==> config.mk <==
export PLATFORM = sky130hd
export DESIGN_NAME = sql_like_pattern_matcher
export DESIGN_NICKNAME = d
export VERILOG_FILES = /design/src/slpm_pkg.sv /design/src/slpm_cell.sv /design/src/sql_like_pattern_matcher.sv
export SDC_FILE = /design/constraint.sdc
export NUM_CORES = 2
export LEC_CHECK = 0
export ABC_CLOCK_PERIOD_IN_PS = 8000
export BUFFER_PORTS_ARGS = -buffer_cell sky130_fd_sc_hd__buf_4
export CAP_MARGIN = 20
export CORE_MARGIN = 4
export CORE_UTILIZATION = 40
export DETAILED_ROUTE_END_ITERATION = 16
export SETUP_SLACK_MARGIN = 0.05
export SKIP_CTS_REPAIR_TIMING = 1
export SLEW_MARGIN = 30
export SYNTH_ARGS = -nofsm -noshare
export SYNTH_HDL_FRONTEND = slang
export SYNTH_SLANG_ARGS = --single-unit
==> constraint.sdc <==
create_clock -name clk -period 8 [get_ports clk]
set_input_delay 0.8 -clock clk [delete_from_list [all_inputs] [get_ports clk]]
set_output_delay 0.8 -clock clk [all_outputs]
set_load 0.02 [all_outputs]
==> src/slpm_pkg.sv <==
package slpm_pkg;

	// code point width
	localparam int unsigned CP_W = 21;

	// pattern characters with a special meaning
	localparam logic [CP_W-1:0] CH_PERCENT    = 21'd37;
	localparam logic [CP_W-1:0] CH_UNDERSCORE = 21'd95;
	localparam logic [CP_W-1:0] CH_BACKSLASH  = 21'd92;

	// input operation codes
	typedef enum logic [2:0] {
		OP_PAT_START = 3'd0,
		OP_PAT_CHAR  = 3'd1,
		OP_SUB_START = 3'd2,
		OP_SUB_CHAR  = 3'd3,
		OP_SUB_END   = 3'd4
	} op_t;

	// compiled pattern element kinds
	typedef enum logic [1:0] {
		KIND_LIT = 2'd0,
		KIND_ONE = 2'd1,
		KIND_RUN = 2'd2
	} kind_t;

	// control broadcast from the sequencer to every cell
	typedef struct packed {
		logic            clear;
		logic            start;
		logic            step;
		logic            wr;
		kind_t           wr_kind;
		logic [CP_W-1:0] wr_cp;
		logic [CP_W-1:0] sub_cp;
	} cell_ctl_t;

endpackage

==> src/slpm_cell.sv <==
module slpm_cell #(
	parameter int unsigned IDX = 0,
	parameter int unsigned LW  = 7
) (
	input  logic               clk,
	input  logic               arst_n,
	input  slpm_pkg::cell_ctl_t ctl,
	input  logic [LW-1:0]      len,
	input  logic               fwd_in,
	input  logic               carry_in,
	output logic               fwd_out,
	output logic               carry_out,
	output logic               act
);
	import slpm_pkg::*;

	kind_t           kind_q;
	logic [CP_W-1:0] cp_q;
	logic            act_q;
	logic            used;
	logic            is_run;
	logic            raw;
	logic            closed;

	// this element lies inside the loaded pattern
	assign used   = (LW'(IDX) < len);
	assign is_run = used && (kind_q == KIND_RUN);

	// element storage, written when it is the next free slot
	always_ff @(posedge clk) begin
		if (ctl.wr && (len == LW'(IDX))) begin
			kind_q <= ctl.wr_kind;
			cp_q   <= ctl.wr_cp;
		end
	end

	// advance into the next position on one-char or literal match
	assign fwd_out = ctl.step && act_q && used &&
		((kind_q == KIND_ONE) || ((kind_q == KIND_LIT) && (cp_q == ctl.sub_cp)));

	// new position state before and after run closure
	assign raw       = ctl.start ? fwd_in : (fwd_in || (act_q && is_run));
	assign closed    = raw || carry_in;
	assign carry_out = closed && is_run;

	// active flag of this position
	always_ff @(posedge clk or negedge arst_n) begin
		if (!arst_n) begin
			act_q <= 1'b0;
		end else if (ctl.clear) begin
			act_q <= 1'b0;
		end else if (ctl.start || ctl.step) begin
			act_q <= closed;
		end
	end

	assign act = act_q;

endmodule

==> src/sql_like_pattern_matcher.sv <==
// SQL LIKE matcher over decoded code points. Load a pattern with a pattern start
// (which takes the escape code point) followed by pattern chars, then scan any
// number of subjects with subject start, subject chars and subject end; only
// subject end returns a transaction (matched, null, overflow). '%' matches any run,
// '_' any single code point, newlines included; an escape left open at the end of
// the pattern counts as a literal escape character. The pattern lives in a row of
// MAX_PATTERN cells, each holding one element and its active flag, and every
// subject char moves all cells at once, so one item is taken per clock cycle, with
// the result registered behind the input. The input stalls in two cases: the first
// subject item after a pattern that ends in an open escape waits while the block
// stores that literal, and a subject end waits while the previous result is still
// held by the receiver. The clock period is set by the run closure, which ripples
// like a carry through the cells across a block of consecutive '%' elements.
module sql_like_pattern_matcher #(
	parameter int unsigned MAX_PATTERN = 64
) (
	input  logic        clk,
	input  logic        arst_n,
	input  logic        s_axis_tvalid,
	output logic        s_axis_tready,
	// code_point [20:0], escape_char [41:21], zero [47:42]
	input  logic [47:0] s_axis_tdata,
	// op [2:0], row_null [3]
	input  logic [3:0]  s_axis_tuser,
	output logic        m_axis_tvalid,
	input  logic        m_axis_tready,
	// matched [0], zero [7:1]
	output logic [7:0]  m_axis_tdata,
	// result_null [0], pattern_overflow [1]
	output logic [1:0]  m_axis_tuser
);
	import slpm_pkg::*;

	localparam int unsigned LW = $clog2(MAX_PATTERN + 1);

	// accepted item
	logic            busy_q;
	logic [2:0]      op_q;
	logic [CP_W-1:0] cp_q;
	logic [CP_W-1:0] esc_in_q;
	logic            row_null_q;

	// pattern state
	logic [LW-1:0]   len_q;
	logic [CP_W-1:0] esc_q;
	logic            pend_q;
	logic            ovf_q;
	logic            act_top_q;

	// result register
	logic            m_valid_q;
	logic            matched_q;
	logic            null_q;
	logic            ovf_out_q;

	cell_ctl_t           ctl;
	logic                is_subject;
	logic                need_finish;
	logic                can_exec;
	logic                done;
	logic                append;
	kind_t               app_kind;
	logic [CP_W-1:0]     app_cp;
	logic                full;
	logic [MAX_PATTERN:0] fwd;
	logic [MAX_PATTERN:0] carry;
	logic [MAX_PATTERN:0] act_vec;

	// sequencing of the held item
	assign is_subject  = (op_q == OP_SUB_START) || (op_q == OP_SUB_CHAR) ||
		(op_q == OP_SUB_END);
	assign need_finish = busy_q && pend_q && is_subject;
	assign can_exec    = !((op_q == OP_SUB_END) && m_valid_q && !m_axis_tready);
	assign done        = busy_q && !need_finish && can_exec;
	assign full        = (len_q == LW'(MAX_PATTERN));

	assign s_axis_tready = !busy_q || done;

	// element to append, if any
	always_comb begin
		append   = 1'b0;
		app_kind = KIND_LIT;
		app_cp   = cp_q;
		if (need_finish) begin
			append = 1'b1;
			app_cp = esc_q;
		end else if (done && (op_q == OP_PAT_CHAR)) begin
			if (pend_q) begin
				append = 1'b1;
			end else if (cp_q == esc_q) begin
				append = 1'b0;
			end else if (cp_q == CH_PERCENT) begin
				append   = 1'b1;
				app_kind = KIND_RUN;
				app_cp   = '0;
			end else if (cp_q == CH_UNDERSCORE) begin
				append   = 1'b1;
				app_kind = KIND_ONE;
				app_cp   = '0;
			end else begin
				append = 1'b1;
			end
		end
	end

	// broadcast to the cells
	always_comb begin
		ctl.clear   = done && (op_q == OP_PAT_START);
		ctl.start   = done && (op_q == OP_SUB_START);
		ctl.step    = done && (op_q == OP_SUB_CHAR);
		ctl.wr      = append && !full;
		ctl.wr_kind = app_kind;
		ctl.wr_cp   = app_cp;
		ctl.sub_cp  = cp_q;
	end

	// row of pattern cells
	assign fwd[0]   = ctl.start;
	assign carry[0] = 1'b0;

	for (genvar j = 0; j < MAX_PATTERN; j++) begin : g_cell
		slpm_cell #(
			.IDX (j),
			.LW  (LW)
		) u_cell (
			.clk       (clk),
			.arst_n    (arst_n),
			.ctl       (ctl),
			.len       (len_q),
			.fwd_in    (fwd[j]),
			.carry_in  (carry[j]),
			.fwd_out   (fwd[j+1]),
			.carry_out (carry[j+1]),
			.act       (act_vec[j])
		);
	end

	assign act_vec[MAX_PATTERN] = act_top_q;

	// input capture
	always_ff @(posedge clk) begin
		if (s_axis_tvalid && s_axis_tready) begin
			op_q       <= s_axis_tuser[2:0];
			row_null_q <= s_axis_tuser[3];
			cp_q       <= s_axis_tdata[20:0];
			esc_in_q   <= s_axis_tdata[41:21];
		end
	end

	// control and pattern state
	always_ff @(posedge clk or negedge arst_n) begin
		if (!arst_n) begin
			busy_q    <= 1'b0;
			len_q     <= '0;
			esc_q     <= CH_BACKSLASH;
			pend_q    <= 1'b0;
			ovf_q     <= 1'b0;
			act_top_q <= 1'b0;
			m_valid_q <= 1'b0;
		end else begin
			if (s_axis_tvalid && s_axis_tready) begin
				busy_q <= 1'b1;
			end else if (done) begin
				busy_q <= 1'b0;
			end

			// element append or overflow
			if (append) begin
				if (full) begin
					ovf_q <= 1'b1;
				end else begin
					len_q <= len_q + LW'(1);
				end
			end

			// escape tracking
			if (need_finish) begin
				pend_q <= 1'b0;
			end else if (done && (op_q == OP_PAT_CHAR)) begin
				pend_q <= !pend_q && (cp_q == esc_q);
			end

			// pattern start
			if (ctl.clear) begin
				len_q     <= '0;
				esc_q     <= esc_in_q;
				pend_q    <= 1'b0;
				ovf_q     <= 1'b0;
				act_top_q <= 1'b0;
			end else if (ctl.start || ctl.step) begin
				act_top_q <= fwd[MAX_PATTERN] || carry[MAX_PATTERN];
			end

			// result handshake
			if (done && (op_q == OP_SUB_END)) begin
				m_valid_q <= 1'b1;
			end else if (m_axis_tready) begin
				m_valid_q <= 1'b0;
			end
		end
	end

	// result payload
	always_ff @(posedge clk) begin
		if (done && (op_q == OP_SUB_END)) begin
			matched_q <= !row_null_q && !ovf_q && act_vec[len_q];
			null_q    <= row_null_q;
			ovf_out_q <= ovf_q;
		end
	end

	assign m_axis_tvalid = m_valid_q;
	assign m_axis_tdata  = {7'd0, matched_q};
	assign m_axis_tuser  = {ovf_out_q, null_q};

endmodule

==> out/results.ini <==
[yosys]
synth_top_area_cell = edfxtp_1
syn_area_um2 = 70700
synth_top_area_share_pct = 64.6
synth-seq-cells = 1618
synth.cells.most_frequent = edfxtp_1, xnor2_1, xor2_1
synth_compound_area_share_pct = 3.80
synth_top_family_by_area = XOR/XNOR gates
synth_area_per_cell_um2 = 14.8
ys_types = 90
async_flop_share_pct = 6.00
yosys-top-cells-area = edfxtp_1, xnor2_1, xor2_1
synthAdderAreaFrac_pct = 0.0708
yosys_warnings = 0
seq_area_frac_synth_pct = 68.0
synthFlopType = edfxtp_1
synthCells = 4763
synth-xor-area-share_pct = 17.0
yosysMostFrequentCell = edfxtp_1
synthMuxAreaShare_pct = 0.807
synthSimpleGateAreaFrac_pct = 8.35
synth-edff-count = 1521

[cts]
cts_tree = yes
clock_latency_ns = 0.81
cts-buffers-inserted = 166
cts.sink_count = 1618
clockRootBuffer = clkbuf_16
clkSlewWorstSetupHoldPaths_ns = 0.06
clockBufferDepth = 3
htreeDepth = 4

[timing]
fin_skew_ns = 0.0230
fin_crit_sh_pct = 70.6
fmax_ghz = 0.177
period_needed_ns = 5.65
max_slew_margin_pct = 29.4
worst_pin_slew_ns = 1.06
finalSetupTns_ns = 0
grt_setup_unrepaired = no
final_hold_viol_count = 0
slew_violations = 0
setup_viol = 0

[global_route]
antenna_found_initial = 11
grt_max_degree = 77
grt.overflow.total = 0
grt_pass1_vias = 41500
grt_first_pass_wirelength_um = 309000
track_usage_pct = 23.3

[worst_setup_path]
critPathKind = flip-flop to flip-flop
rr_worst_depth = 14
r2r-end = g_cell[45].u_cell.act
cp_slowest_cell = edfxtp_1
path_cells = buf_12 > xnor2_1 > nand4_1 > nor4_1 > a41oi_1 > o21bai_2 > nand3b_1 > a41oi_1 > o211ai_2 > a211oi_2 > nand4_1 > a211o_1 > or3_1 > a31oi_1
critical-path-max-stage-delay_ns = 1.01
end_kind = flip-flop
worst_ep_required_time_ns = 8.74
r2r_slack_ns = 2.35
r2r_start = cp_q[3]
startpoint_type = flip-flop
critPathMaxFanout = 37
crit_arrival_ns = 6.39

[die]
die_w_um = 428
die_area_um2 = 184000
start_util_pct = 40.2
core_um2 = 176000
fp.dieH_um = 428
fp-row-count = 154
boundaryPins = 68

[routing]
wl_per_cell_um = 29.6
route.detailed.drc = 0
dr.pass1.iters = 6
drt-total-wl_um = 218000
drtIter0Drc = 5246
vias_per_cell = 5.75
final_antenna_net_count = 0
vias = 42400

[finish]
final_nets = 4945
drive_above_1_share_pct = 11.3
final_cell_area_um2 = 80000
area_growth_pct = 13.1

[place]
portBuffers = 54
place_congestion = 0.951
placed_area_um2 = 74700
dpl.hpwl_um = 119000

[worst_hold_path]
min_path_type = input pin to async pin

[power_and_ir_drop]
power_leakage_uw = 0.0247
vdd_ir_drop_max_uv = 210
power_density_nw_per_um2 = 232

[run_status]
status = completed

[flow_run]
maxCapViolations = 0

-- state kept, by name (all words and copies together), names as in the netlist --
register	flops
act_top_q	1
busy_q	1
cp_q	21
esc_in_q	21
esc_q	21
g_cell.u_cell.act	64
g_cell.u_cell.cp_q	1344
g_cell.u_cell.kind_q	128
len_q	7
m_axis_tvalid	1
matched_q	1
null_q	1
op_q	3
ovf_out_q	1
ovf_q	1
pend_q	1
row_null_q	1
-- stage by stage --
step	setup slack, ns	hold WS, ns	cells	power, µW	utilization, %
floorplan	1.60	0.415	4769	10500	-
global placement	2.55	0.427	7055	11100	42.4
detailed placement	2.50	0.426	7057	11100	42.5
CTS	2.47	0.0545	7363	18700	45.5
global route	2.26	0.113	7363	19100	45.5
finish	2.35	0.100	7366	18600	45.5
-- cells in the final DEF (no fill, tap or decap), types with 19 or more instances in the layout --
cell type and n:
buf_4 167, dfrtp_1 91, a21oi_1 65, clkinv_2 30, buf_12 27, nand3_1 115, a41oi_1 53, clkbuf_1 41
nor2_2 23, nor4_1 143, nor2b_1 34, clkbuf_16 168, xnor2_1 1084, xor2_1 286, nor2_4 19, inv_1 19
nand4_1 217, nor2_1 107, clkinv_1 40, edfxtp_1 1521, nor3_1 43, nand2b_1 29, nand2_1 201, o21ai_0 70
-- worst max-delay path, delay by kind of cell, from the launching register on --
| kind | cells | cell delay (ns) |
|---|---|---|
| flops | 1 | 1.01 |
| compound gates | 7 | 2.30 |
| simple gates | 5 | 1.55 |
| buf+inv | 1 | 0.43 |
| xor+xnor | 1 | 0.17 |
-- final cells by class --
cell class	instances	area [µm²]
antenna	3	7.51
clock buffer	211	4390
clock inverter	95	872
fill	15300	95900
inverter	21	78.8
multi-input combinational	2882	21700
sequential	1618	48100
tap	2340	2930
timing repair buffer	196	1850
-- per-layer routing --
layer / track usage (%) / vias up / routed length (µm)
met5: 0 / - / 0
met4: 7.49 / 0 / 6900
met3: 3.85 / 391 / 18000
met2: 37.6 / 2014 / 103000
met1: 32.4 / 22100 / 90700
li1: - / 17900 / -
-- worst max path at each step --
stage	startpoint	endpoint
after global placement	cp_q[3]	g_cell[45].u_cell.act
after floorplan	cp_q[7]	g_cell[0].u_cell.cp_q[0]
after CTS	cp_q[3]	g_cell[45].u_cell.act
after global routing	cp_q[3]	g_cell[45].u_cell.act
after detailed placement	cp_q[3]	g_cell[45].u_cell.act
final	cp_q[3]	g_cell[45].u_cell.act
-- power by group --
group          leakage (µW)  internal, µW  switching [µW]
combinational       0.00712           474             989
clock               0.00258          4290            3320
sequential           0.0150          9350             147
-- kinds of logic (layout without fill, tap and decap cells) --
kind of cell / count (synthesis) / count (layout)
multiplexers: 34 / 34
other: 1 / 10
AO/OA/AOI/OAI: 379 / 379
XOR/XNOR: 1370 / 1370
flip-flops: 1618 / 1618
adder cells (fa/ha/maj): 4 / 4
AND/OR/NAND/NOR: 1088 / 1088
buffers and inverters: 269 / 523
Note: power is estimated with default switching activity, not from simulation.
